$ cat src/hw/rtl/particle_pool_update_unit_defines.svh
// assertion macros for the particle pool update unit
`ifndef PARTICLE_POOL_UPDATE_UNIT_DEFINES_SVH
`define PARTICLE_POOL_UPDATE_UNIT_DEFINES_SVH
`ifndef SYNTHESIS
`define PPU_ASSERT_IMP(lbl, ante, cons) \
	lbl: assert property (@(posedge clk) disable iff (!arst_n) (ante) |-> (cons)) \
		else $error("ppu assertion failed");
`define PPU_ASSERT_NXT(lbl, ante, cons) \
	lbl: assert property (@(posedge clk) disable iff (!arst_n) (ante) |=> (cons)) \
		else $error("ppu assertion failed");
`else
`define PPU_ASSERT_IMP(lbl, ante, cons)
`define PPU_ASSERT_NXT(lbl, ante, cons)
`endif
`endif

$ cat src/hw/rtl/ppu_pkg.sv
// types and constants shared by the particle pool update unit
package ppu_pkg;

	localparam logic [1:0] OP_SPAWN = 2'd0;
	localparam logic [1:0] OP_TICK  = 2'd1;
	localparam logic [1:0] OP_READ  = 2'd2;

	localparam logic [1:0] ST_OK      = 2'd0;
	localparam logic [1:0] ST_FULL    = 2'd1;
	localparam logic [1:0] ST_NOTLIVE = 2'd2;

	typedef struct packed {
		logic [1:0]  opcode;
		logic [15:0] tick_dt;
		logic [9:0]  slot_index;
		logic [47:0] spawn_position;
		logic [47:0] spawn_velocity;
		logic [47:0] spawn_accel;
		logic [31:0] spawn_sizes;
		logic [15:0] spawn_lifetime;
		logic [31:0] spawn_start_color;
		logic [31:0] spawn_end_color;
	} in_t;

	typedef struct packed {
		logic [1:0]  status;
		logic [10:0] live_total;
		logic [47:0] out_position;
		logic [15:0] out_size;
		logic [31:0] out_color;
		logic [15:0] out_age;
	} out_t;

	typedef struct packed {
		logic [47:0] position;
		logic [47:0] velocity;
		logic [47:0] accel;
		logic [15:0] size_start;
		logic [15:0] size_end;
		logic [15:0] size_now;
		logic [15:0] age;
		logic [15:0] life;
		logic [31:0] color_start;
		logic [31:0] color_end;
		logic [31:0] color_now;
	} rec_t;

	typedef enum logic [1:0] {
		RS_SLOT,
		RS_IDX,
		RS_LAST
	} rdsel_t;

	typedef enum logic [3:0] {
		S_IDLE,
		S_SPAWN,
		S_RD_REQ,
		S_T_TEST,
		S_T_LOAD,
		S_T_CHECK,
		S_T_DIV,
		S_T_MUL,
		S_T_APPLY,
		S_T_WRITE,
		S_FINISH,
		S_RESP
	} state_t;

	typedef struct packed {
		logic   cap;
		logic   rd_en;
		rdsel_t rd_sel;
		logic   load_rec;
		logic   div_start;
		logic   div_step;
		logic   mul_en;
		logic   wr_en;
		logic   wr_spawn;
		logic   cnt_inc;
		logic   cnt_dec;
		logic   idx_inc;
		logic   rsp_load;
	} cmd_t;

	typedef struct packed {
		logic [1:0] opcode;
		logic       full;
		logic       idx_live;
		logic       more_after;
		logic       dies;
		logic       div_last;
		logic       mul_last;
	} sts_t;

endpackage

$ cat src/hw/rtl/ppu_ctrl.sv
// controller state machine of the particle pool update unit
module ppu_ctrl (
	input  logic          clk,
	input  logic          arst_n,
	input  logic          req_valid,
	input  logic          rsp_stall,
	input  ppu_pkg::sts_t sts,
	output ppu_pkg::cmd_t cmd,
	output logic          req_stall,
	output logic          rsp_valid
);
	ppu_pkg::state_t state_q, state_d;

	always_ff @(posedge clk or negedge arst_n) begin
		if (!arst_n) begin
			state_q <= ppu_pkg::S_IDLE;
		end else begin
			state_q <= state_d;
		end
	end

	always_comb begin
		state_d = state_q;
		case (state_q)
			ppu_pkg::S_IDLE: begin
				if (req_valid) begin
					case (sts.opcode)
						ppu_pkg::OP_SPAWN: state_d = ppu_pkg::S_SPAWN;
						ppu_pkg::OP_TICK:  state_d = ppu_pkg::S_T_TEST;
						ppu_pkg::OP_READ:  state_d = ppu_pkg::S_RD_REQ;
						default:           state_d = ppu_pkg::S_FINISH;
					endcase
				end
			end
			ppu_pkg::S_SPAWN:   state_d = ppu_pkg::S_FINISH;
			ppu_pkg::S_RD_REQ:  state_d = ppu_pkg::S_FINISH;
			ppu_pkg::S_T_TEST:  state_d = sts.idx_live ? ppu_pkg::S_T_LOAD : ppu_pkg::S_FINISH;
			ppu_pkg::S_T_LOAD:  state_d = ppu_pkg::S_T_CHECK;
			ppu_pkg::S_T_CHECK: begin
				if (sts.dies) begin
					state_d = sts.more_after ? ppu_pkg::S_T_LOAD : ppu_pkg::S_FINISH;
				end else begin
					state_d = ppu_pkg::S_T_DIV;
				end
			end
			ppu_pkg::S_T_DIV:   state_d = sts.div_last ? ppu_pkg::S_T_MUL : ppu_pkg::S_T_DIV;
			ppu_pkg::S_T_MUL:   state_d = sts.mul_last ? ppu_pkg::S_T_APPLY : ppu_pkg::S_T_MUL;
			ppu_pkg::S_T_APPLY: state_d = ppu_pkg::S_T_WRITE;
			ppu_pkg::S_T_WRITE: state_d = ppu_pkg::S_T_TEST;
			ppu_pkg::S_FINISH:  state_d = ppu_pkg::S_RESP;
			ppu_pkg::S_RESP: begin
				if (!rsp_stall) begin
					state_d = ppu_pkg::S_IDLE;
				end
			end
			default:            state_d = ppu_pkg::S_IDLE;
		endcase
	end

	always_comb begin
		cmd = '0;
		cmd.rd_sel = ppu_pkg::RS_IDX;
		case (state_q)
			ppu_pkg::S_IDLE:    cmd.cap = req_valid;
			ppu_pkg::S_SPAWN: begin
				cmd.wr_en    = !sts.full;
				cmd.wr_spawn = 1'b1;
				cmd.cnt_inc  = !sts.full;
			end
			ppu_pkg::S_RD_REQ: begin
				cmd.rd_en  = 1'b1;
				cmd.rd_sel = ppu_pkg::RS_SLOT;
			end
			ppu_pkg::S_T_TEST:  cmd.rd_en = sts.idx_live;
			ppu_pkg::S_T_LOAD:  cmd.load_rec = 1'b1;
			ppu_pkg::S_T_CHECK: begin
				if (sts.dies) begin
					cmd.cnt_dec = 1'b1;
					cmd.rd_en   = sts.more_after;
					cmd.rd_sel  = ppu_pkg::RS_LAST;
				end else begin
					cmd.div_start = 1'b1;
				end
			end
			ppu_pkg::S_T_DIV:   cmd.div_step = 1'b1;
			ppu_pkg::S_T_MUL:   cmd.mul_en = 1'b1;
			ppu_pkg::S_T_WRITE: begin
				cmd.wr_en   = 1'b1;
				cmd.idx_inc = 1'b1;
			end
			ppu_pkg::S_FINISH:  cmd.rsp_load = 1'b1;
			default:            cmd.rd_sel = ppu_pkg::RS_IDX;
		endcase
	end

	assign req_stall = (state_q != ppu_pkg::S_IDLE);
	assign rsp_valid = (state_q == ppu_pkg::S_RESP);
endmodule

$ cat config.mk
export PLATFORM = sky130hd
export DESIGN_NAME = ppu_ctrl
export DESIGN_NICKNAME = d
export VERILOG_FILES = /design/src/hw/rtl/particle_pool_update_unit_defines.svh /design/src/hw/rtl/ppu_pkg.sv /design/src/hw/rtl/ppu_ctrl.sv
export SDC_FILE = /design/constraint.sdc
export NUM_CORES = 1
export LEC_CHECK = 0
export BUFFER_PORTS_ARGS = -buffer_cell sky130_fd_sc_hd__buf_2
export CAP_MARGIN = 40
export CORE_UTILIZATION = 38
export CTS_CLUSTER_SIZE = 24
export DETAILED_ROUTE_END_ITERATION = 16
export PLACE_DENSITY = 0.73
export REMOVE_ABC_BUFFERS = 1
export SETUP_SLACK_MARGIN = 0.5
export SLEW_MARGIN = 20
export SYNTH_ARGS = -nofsm -noshare
export SYNTH_HDL_FRONTEND = slang
export SYNTH_SLANG_ARGS = --single-unit
$ cat constraint.sdc
create_clock -name clk -period 1.48 [get_ports clk]
set_clock_uncertainty 0.15 [all_clocks]
set_input_delay 0.148 -clock clk [delete_from_list [all_inputs] [get_ports clk]]
set_output_delay 0.148 -clock clk [all_outputs]
set_load 0.01 [all_outputs]
==> out/metrics.cfg, run 1 <==
[status]
status=finished with violations
violations=setup timing

[worst_setup_path]
crit_cells=3
critical_path_class=flip-flop to output port
slowest_stage=or4_4
r2r_cells=4
path_max_fanout=4
cpPeakStageDelay_ns=0.55
cp-end-kind=output port
start_kind=flip-flop
crit_family=simple AND/OR/NAND/NOR gates
worstPathCellList=or4_4 > nor2_2 > buf_2
path_buf_inv=1
cp.required_ns=1.18
arrival_ns=1.43

[timing]
grt_setup_unrepaired=yes
setup_viol=19
timing.final.ws_setup_ns=-0.244
hold_viol=0
fmax_mhz=580
slew_viol_final=0
period_minus_slack_ns=1.72
worstMarginPinSlew_ns=0.314
slew_headroom_pct=78.9
fin_crit_sh_pct=116

[yosys]
ys_ff_latch=4
post_synth_num_cell_types=30
synth_warnings=0
synth.most_common_cell=nor2_1
synthTopCellsByArea=dfrtp_1 (20%), nor2_1 (6.7%), nand2b_1 (6.2%)
synthFlopType=dfrtp_1
seq_area_frac_synth_pct=19.9
ys_async_sr_fraction_pct=100
mappedNetlistArea_sq_um=504
yosysTopAreaCellShare_pct=19.9
synth_area_per_cell_sq_um=7.20
synth_edf_count=0
yosysTopAreaCell=dfrtp_1
netlist_instances=70
netlist_top_cells_count=nor2_1 (9), inv_1 (5), nand2_1 (5), nand2b_1 (5), nor3_1 (5)

[global_routing]
grt_max_degree=13
antenna_found_initial=0
grtUsageTotal_pct=31.3
met1_usage_pct=32.7
grt_overflow=0
met3_usage_pct=5.81
grt_pass1_vias=688
use_met2_pct=55.9
grt_busiest_layer=met2
grt_pass1_wl_um=3020

[finish]
layout.cells.non_filler=132
drive_above_1_share_pct=66.9
largest_registers=state_q x4
area_growth_pct=98.8
n_antenna_cell=0
largest_register_ffs=4
fin_util_pct=85.6
largest-register=state_q
nNetsFinal=132

[job]
maxCapViolCount=0

[pwr]
ir_drop_mv=1.27
p_leak_nw=0.483
power_mw=2.20
powerDensity_mw_per_mm2=2200

[route]
dr.pass1.iters=4
drt-initial-drc-count=20
vias=762
wl_um=2180
ant_nets=0
wl_per_cell_um=16.5
drcViolationCount=0
via_per_inst=5.77

[floorplanning]
start_util_pct=43.1
core-area_sq_mm=0.00117
die_area_sq_mm=0.00148
num_rows=12
fp.dieW_um=38.4
io_pins=28
die_h_um=38.4

[placed_design]
gp_congestion=0.841
post-dp-hpwl_um=1160
dp.cells=118
io_buffers=27
pre_cts_ws_ns=-0.116

[cts]
clock_tree.root_cell=clkbuf_4
h-tree-depth=1
ctsLongestPathBuffers=2
cts_inserted_buffers=3
clock-sinks=4
clock_latency_ns=0.23
path_clk_slew_ns=0.04
cts_tree=done

[hold_path]
hp-class=input port to async pin

==> metal layers <==
layer / share of wire (%) / wire length [um]
met1: 37 / 811
met2: 54 / 1180
met3: 4.3 / 93
met4: 4.4 / 97
met5: 0 / 0
==> cell usage in the layout (no fill, tap or decap), types with 3 or more instances in the layout <==
cell type	n
nor3_4	3
buf_6	11
a21o_1	3
nand2b_4	4
buf_4	17
inv_1	4
nand2_1	5
nor2_1	4
buf_2	23
clkbuf_4	3
nor2_2	3
==> report_power, final <==
| group | switching [mW] | leakage [nW] | total [mW] | internal (mW) |
|---|---|---|---|---|
| clock | 0.0421 | 0.0138 | 0.133 | 0.0906 |
| combinational | 0.910 | 0.422 | 1.82 | 0.910 |
| sequential | 0.0774 | 0.0476 | 0.251 | 0.173 |
==> final timing paths <==
path	slack (ns)	to	start
max reg2reg	-0.24	state_q[1]	state_q[0]
max in group asynchronous	0.95	state_q[0]	arst_n
min	0.10	state_q[2]	arst_n
min reg2reg	0.49	state_q[2]	state_q[3]
min in group clk	0.11	state_q[2]	sts[0]
max	-0.24	cmd[13]	state_q[0]
==> layout make-up <==
cell class,count,area (sq um)
Inverter,5,18.8
Timing Repair Buffer,52,377
Sequential cell,4,103
Tap cell,14,17.5
Multi-Input combinational cell,54,464
Fill cell,61,169
Clock buffer,3,22.5
==> timing repair <==
item                                    CTS  global route
hold buffers                              1             0
pin swaps                                 4             5
gates resized for setup                  21            19
hold endpoints to repair                  4             0
setup buffers                             7             3
endpoints found under the setup margin   20            20
==> stage by stage <==
step	area, sq um	hold slack, ns	TNS [ns]
6_report	1000	0.104	-2.93
4_1_cts	897	0.0931	-2.78
2_1_floorplan	462	-0.298	-0.905
5_1_grt	1000	0.110	-3.91
3_5_place_dp	719	-0.195	-0.432
3_3_place_gp	719	-0.196	-0.267
==> logic make-up (layout without fill, tap and decap cells) <==
group                  count (synthesis)  count (layout)  share of synthesized area, %
buffers and inverters                 12              60                          12.2
AOI/OAI and AO/OA                     21              21                          31.0
and+or+nand+nor                       33              33                          37.0
DFF                                    4               4                          19.9
(Power assumes the default switching activity.)
==> run 2: changes to the inputs <==
==> constraint.sdc (replaced) <==
create_clock -name clk -period 1.48 [get_ports clk]
set_clock_uncertainty 0.15 [all_clocks]
set_input_delay 0.296 -clock clk [delete_from_list [all_inputs] [get_ports clk]]
set_output_delay 0.296 -clock clk [all_outputs]
set_load 0.01 [all_outputs]
==> run 2 against run 1 <==
Effect of this change:
- the flow now stops in global routing (5_1_grt)
- synthesized area did not move
- synthesized cell count is the same
==> out/metrics.cfg, run 2 <==
[yosys]
synthFlopType=dfrtp_1
synth_edf_count=0  ; unchanged
synthTopCellsByArea=dfrtp_1 (20%), nor2_1 (6.7%), nand2b_1 (6.2%)
post_synth_num_cell_types=30  ; unchanged
yosysTopAreaCell=dfrtp_1
synth_warnings=0  ; unchanged
synth.most_common_cell=nor2_1
ys_async_sr_fraction_pct=100  ; unchanged
synth_area_per_cell_sq_um=7.20  ; unchanged
yosysTopAreaCellShare_pct=19.9  ; unchanged
seq_area_frac_synth_pct=19.9  ; unchanged
netlist_top_cells_count=nor2_1 (9), inv_1 (5), nand2_1 (5), nand2b_1 (5), nor3_1 (5)
netlist_instances=70  ; unchanged
mappedNetlistArea_sq_um=504  ; unchanged
ys_ff_latch=4  ; unchanged

[floorplanning]
io_pins=28  ; unchanged
fp.dieW_um=38.4  ; unchanged
num_rows=12  ; unchanged
start_util_pct=43.1  ; unchanged
die_h_um=38.4  ; unchanged

[global_routing]
grt_max_degree=13

[cts]
clock-sinks=4  ; unchanged
h-tree-depth=1  ; unchanged
clock_tree.root_cell=clkbuf_4
ctsLongestPathBuffers=2  ; unchanged
cts_inserted_buffers=3  ; unchanged

[status]
status=aborted with a tool error
stop_stage=global routing (5_1_grt)
firstError=[ERROR DPL-0038] Utilization greater than 100%, impossible to legalize

[placed_design]
post-dp-hpwl_um=1250  ; +7.5%
io_buffers=27  ; unchanged
gp_congestion=0.981  ; +17%
place_area_sq_um=742  ; +3.1%
dp.cells=121  ; +2.5%

[timing]
worst_endpoint_kind=primary output
worstEndpointGrtRepair=cmd[13]

[run 2: cell counts after synthesis]
No cell type changed its count.
[run 2: metrics by stage]
| step | utilization, % | setup TNS, ns | worst slack [ns] | hold WS [ns] |
|---|---|---|---|---|
| 2_1_floorplan | - | -2.06 | -0.388 | -0.150 |
| 3_3_place_gp | 63.4 | -0.776 | -0.118 | -0.0501 |
| 3_5_place_dp | 63.4 | -1.12 | -0.154 | -0.0477 |
| 4_1_cts | 84.9 | -4.57 | -0.347 | 0.248 |
[run 2: cells by family after synthesis]
kind of cell	after synthesis	synth area share [%]
flip-flops	4	19.9
buffers and inverters	12	12.2
AO/OA/AOI/OAI	21	31.0
AND/OR/NAND/NOR	33	37.0
[run 2: what timing repair did]
item                                    in CTS
pin swaps                                    7
hold endpoints to repair                     4
setup buffers                               10
endpoints found under the setup margin      20
hold buffers                                 1
gates resized for setup                     33
==> run 3: changes to the inputs <==
--- a/config.mk
+++ b/config.mk
@@ -7,12 +7,11 @@
 export LEC_CHECK = 0
 export BUFFER_PORTS_ARGS = -buffer_cell sky130_fd_sc_hd__buf_2
 export CAP_MARGIN = 40
-export CORE_UTILIZATION = 38
-export CTS_CLUSTER_SIZE = 24
+export CORE_AREA = 2 2 63 65
 export DETAILED_ROUTE_END_ITERATION = 16
-export PLACE_DENSITY = 0.73
+export DIE_AREA = 0 0 65 67
+export PLACE_DENSITY_LB_ADDON = 0.15
 export REMOVE_ABC_BUFFERS = 1
-export SETUP_SLACK_MARGIN = 0.5
 export SLEW_MARGIN = 20
 export SYNTH_ARGS = -nofsm -noshare
 export SYNTH_HDL_FRONTEND = slang
==> constraint.sdc (replaced) <==
create_clock -name clk -period 1.9 [get_ports clk]
set_clock_uncertainty 0.15 [all_clocks]
set_input_delay 0.38 -clock clk [delete_from_list [all_inputs] [get_ports clk]]
set_output_delay 0.38 -clock clk [all_outputs]
set_load 0.01 [all_outputs]
==> run 3 against run 2 <==
Effect of this change:
- the flow now finishes, with violations (setup timing)
==> out/metrics.cfg, run 3 (synthesis results as in run 1) <==
[pwr]
powerDensity_mw_per_mm2=1630
ir_drop_mv=0.316
p_leak_nw=0.407

[cts]
clock_tree.root_cell=clkbuf_8
h-tree-depth=1  ; unchanged
cts_inserted_buffers=3  ; unchanged
ctsLongestPathBuffers=2  ; unchanged
path_clk_slew_ns=0.03
clock_latency_ns=0.22
clock-sinks=4  ; unchanged
cts_tree=done

[worst_setup_path]
cp-end-kind=output port
cpPeakStageDelay_ns=0.55
path_max_fanout=3
crit_family=simple AND/OR/NAND/NOR gates
cp.required_ns=1.37
path_buf_inv=1
worstPathCellList=or4_4 > nor2_1 > buf_2
arrival_ns=1.37
start_kind=flip-flop
slowest_stage=or4_4
critical_path_class=flip-flop to output port

[finish]
final_common_cell=buf_2
final_area_sq_um=845
area_growth_pct=67.5
largest_registers=state_q x4
n_antenna_cell=0
largest-register=state_q
drive_above_1_share_pct=51.4
nNetsFinal=123
largest_register_ffs=4
final_cell_mix=buf_2 (27), buf_4 (15)
layout.cells.non_filler=157

[global_routing]
antenna_found_initial=0
grtUsageTotal_pct=8.54
grt_pass1_vias=656
grt_pass1_wl_um=2820
grt_overflow=0
grt_max_degree=10

[placed_design]
post-dp-hpwl_um=1480  ; +19%
place_area_sq_um=739  ; -0.34%
io_buffers=27  ; unchanged
pre_cts_ws_ns=0.128  ; +0.282 ns
gp_congestion=0.805  ; -18%
dp.cells=149  ; +23%

[status]
status=finished with violations
violations=setup timing

[job]
maxCapViolCount=0

[route]
vias=653
via_per_inst=4.16
drt-initial-drc-count=8
wl_per_cell_um=11.5
wl_um=1800
drcViolationCount=0
ant_nets=0
dr.pass1.iters=3

[floorplanning]
die_h_um=67  ; +74%
start_util_pct=14.0  ; -29 points
io_pins=28  ; unchanged
num_rows=22  ; +10
core-area_sq_mm=0.00361
fp.dieW_um=65  ; +69%
die_area_sq_mm=0.00436

[timing]
fmax_mhz=526
worstMarginPinSlew_ns=0.331
period_minus_slack_ns=1.90
grt_setup_unrepaired=yes
hold_viol=0
slew_headroom_pct=77.8
fin_crit_sh_pct=100
setup_viol=1
slew_viol_final=0
hold_ws_ns=0.343
timing.final.ws_setup_ns=-0.000944

[hold_path]
hp-class=input port to async pin

run 3: through the flow:
step,utilization (%),TNS [ns],power [mW]
4_1_cts,22.9,-0.0266,1.34
3_5_place_dp,20.5,0,1.09
2_1_floorplan,-,-0.0519,0.700
3_3_place_gp,20.5,0,1.10
5_1_grt,23.4,-0.0965,1.50
6_report,23.4,-0.000944,1.38
run 3: final cells by class:
class                           instances  area, sq um
Fill cell                             409         2760
Clock buffer                            3         41.3
Multi-Input combinational cell         54          365
Sequential cell                         4          101
Timing Repair Buffer                   43          258
Inverter                                5         18.8
Tap cell                               48         60.1
run 3: power by group:
| part | switching [mW] | internal, mW | leakage [nW] |
|---|---|---|---|
| logic | 0.528 | 0.491 | 0.336 |
| registers | 0.0464 | 0.133 | 0.0484 |
| clock network | 0.0434 | 0.135 | 0.0216 |
run 3: what timing repair did:
action / in CTS / in global routing
pin swaps: 1 / 1
setup buffers: 4 / 1
setup endpoints to repair: 4 / 6
hold buffers: 1 / 0
hold endpoints to repair: 4 / 0
gates resized for setup: 2 / 6
cloned: 0 / 0
run 3: routing by layer:
layer / vias up / part of all wire, % / GRT usage, %
li1: 333 / - / -
met1: 294 / 46 / 10.2
met2: 22 / 45 / 13.3
met3: 4 / 6.3 / 3.21
met4: 0 / 2.6 / 4.52
met5: - / 0 / 0
run 3: worst paths after layout:
kind                                  from         end  slack [ns]  cells past startpoint
worst max-delay path            state_q[1]     cmd[13]     -0.0009                      3
worst min-delay path                arst_n  state_q[1]        0.34                      2
worst max register to register  state_q[1]  state_q[1]        0.12                      5
worst min register to register  state_q[3]  state_q[2]        0.47                      2
max in group asynchronous           arst_n  state_q[2]        1.13                      2
min in group clk                    sts[0]  state_q[2]        0.38                      4
==> run 4: changes to the inputs <==
==> constraint.sdc (replaced) <==
create_clock -name clk -period 1.9 [get_ports clk]
set_clock_uncertainty 0.15 [all_clocks]
set_input_delay 0.19 -clock clk [delete_from_list [all_inputs] [get_ports clk]]
set_output_delay 0.19 -clock clk [all_outputs]
set_load 0.01 [all_outputs]
==> run 4 against run 3 <==
Effect of this change:
- the run now ends clean
- power down 15%
- critical path type unchanged
- worst setup slack gained 0.12 ns
- combinational power shrank 23%
- first-iteration DRC count grew 13%
- largest power group unchanged
- design area fell by 11%
- register-to-register slack better by 0.06 ns
- critical endpoint is now cmd[12]
- sequential power up 20%
- via count down 8.6%
==> out/metrics.cfg, run 4 (synthesis results as in run 1) <==
[timing]
grt_setup_unrepaired=no
hold_viol=0  ; unchanged
setup_viol=0  ; -1
worstMarginPinSlew_ns=0.260  ; -0.0710 ns
fin_crit_sh_pct=93.6  ; -6.5 points
hold_ws_ns=0.168  ; -0.176 ns
period_minus_slack_ns=1.78  ; -0.123 ns
slew_viol_final=0  ; unchanged
slew_headroom_pct=82.5  ; +4.7 points
timing.final.ws_setup_ns=0.122  ; +0.123 ns
finalSetupTns_ns=0  ; +0.000944 ns
fmax_mhz=562  ; +6.9%

[finish]
largest-register=state_q
drive_above_1_share_pct=41.8  ; -9.5 points
final_cell_mix=buf_2 (27), nor2_1 (9), inv_1 (5), nor3_1 (5), nand2_1 (5)
final_common_cell=buf_2
largest_register_ffs=4  ; unchanged
largest_registers=state_q x4
nNetsFinal=112  ; -8.9%
area_growth_pct=48.4
fin_util_pct=20.7  ; -2.7 points
fillers=413  ; +0.98%
n_antenna_cell=0  ; unchanged

[pwr]
ir_drop_mv=0.279  ; -12%
power_mw=1.18  ; -15%
p_leak_nw=0.352  ; -13%
powerDensity_mw_per_mm2=1570  ; -3.6%

[status]
status=finished, final reports clean

[route]
dr.pass1.iters=2  ; -1
ant_nets=0  ; unchanged
wirelength_met1_um=806  ; -2.9%
met2WireLength_um=781  ; -3.5%
wl_um=1700  ; -5.7%
drcViolationCount=0  ; unchanged
top_layer=met3
wl_per_cell_um=11.6  ; +1.4%
wl_met3_um=110  ; -3.5%
via_per_inst=4.09  ; -1.7%
vias=597  ; -8.6%
drt-initial-drc-count=9  ; +1

[cts]
clock-sinks=4  ; unchanged
cts_tree=done
ctsLongestPathBuffers=2  ; unchanged
cts_inserted_buffers=3  ; unchanged
path_clk_slew_ns=0.03  ; about the same
clock_tree.root_cell=clkbuf_8
h-tree-depth=1  ; unchanged
clock_latency_ns=0.22  ; about the same

[global_routing]
grt_pass1_wl_um=2730  ; -3.2%
antenna_found_initial=0  ; unchanged
grtUsageTotal_pct=8.23  ; -0.32 points
grt_pass1_vias=565  ; -14%
grt_overflow=0  ; unchanged
grt_max_degree=12  ; +2

[placed_design]
io_buffers=27  ; unchanged
gp_congestion=0.806  ; +0.24%
post-dp-hpwl_um=1390  ; -6.3%
pre_cts_ws_ns=0.204  ; +0.0762 ns

[job]
maxCapViolCount=0  ; unchanged

[floorplanning]
num_rows=22  ; unchanged
core-area_sq_mm=0.00361  ; unchanged
die_h_um=67  ; unchanged
die_area_sq_mm=0.00436  ; unchanged
start_util_pct=14.0  ; unchanged
io_pins=28  ; unchanged
fp.dieW_um=65  ; unchanged

[worst_setup_path]
crit_family=simple AND/OR/NAND/NOR gates
r2r_start=state_q[0]
path_buf_inv=1  ; unchanged
worstPathCellList=nand2b_1 > nor3_4 > a32o_1 > buf_2
r2r_cells=5  ; unchanged
start_kind=flip-flop
arrival_ns=1.44  ; +0.07 ns
path_max_fanout=10  ; +7
cp-end-kind=output port
critical_path_class=flip-flop to output port
reg2reg_slack_ns=0.18  ; +0.06 ns
cp.required_ns=1.56  ; +0.19 ns
slowest_stage=dfrtp_2
cpPeakStageDelay_ns=0.47  ; -0.08 ns
worstReg2RegEnd=state_q[1]

[hold_path]
hp-class=input port to async pin

[run 4: changes by cell type in the layout (fill, tap and decap cells not counted), sizes merged]
cell / previous run / this run
buf: 42 / 31
[run 4: worst max path at each step]
stage	from	endpoint	slack, ns	cells past startpoint
after floorplan	state_q[2]	cmd[12]	0.14	3
after global routing	state_q[1]	cmd[10]	0.03	5
after detailed placement	state_q[0]	state_q[1]	0.20	5
final	state_q[3]	cmd[12]	0.12	4
after CTS	state_q[3]	cmd[12]	0.04	4
after global placement	state_q[0]	state_q[1]	0.16	5
[run 4: layout make-up]
type	instances	area (sq um)	share of cell area, %
multi-input combinational	54	352	47.0
timing repair buffer	32	175	23.4
sequential	4	101	13.5
tap	48	60.1	8.03
clock buffer	3	41.3	5.52
inverter	5	18.8	2.51
[run 4: report_power, final]
group	leakage [nW]	internal [mW]	switching [mW]	total (mW)
Combinational	0.282	0.346	0.438	0.784
Sequential	0.0489	0.133	0.0809	0.214
Clock	0.0216	0.135	0.0422	0.177
Total	0.352	0.614	0.561	1.18
[run 4: stage by stage]
step	instances	cell area, sq um
after floorplan	63	462
after global placement	142	687
after detailed placement	142	687
after CTS	146	741
after global routing	146	748
final	146	748
[run 4: what timing repair did]
action | in CTS | in global routing
hold buffers | 1 | 0
resized for setup | 1 | 2
endpoints found under the hold margin | 4 | 0
buffers inserted | 0 | 0
setup endpoints to repair | 1 | 2
[run 4: layer usage]
layer | up-vias | track usage, %
met4 | 0 | 1.60
li1 | 312 | -
met1 | 267 | 10.7
met5 | - | 0
met3 | 0 | 3.04
met2 | 18 | 13.0
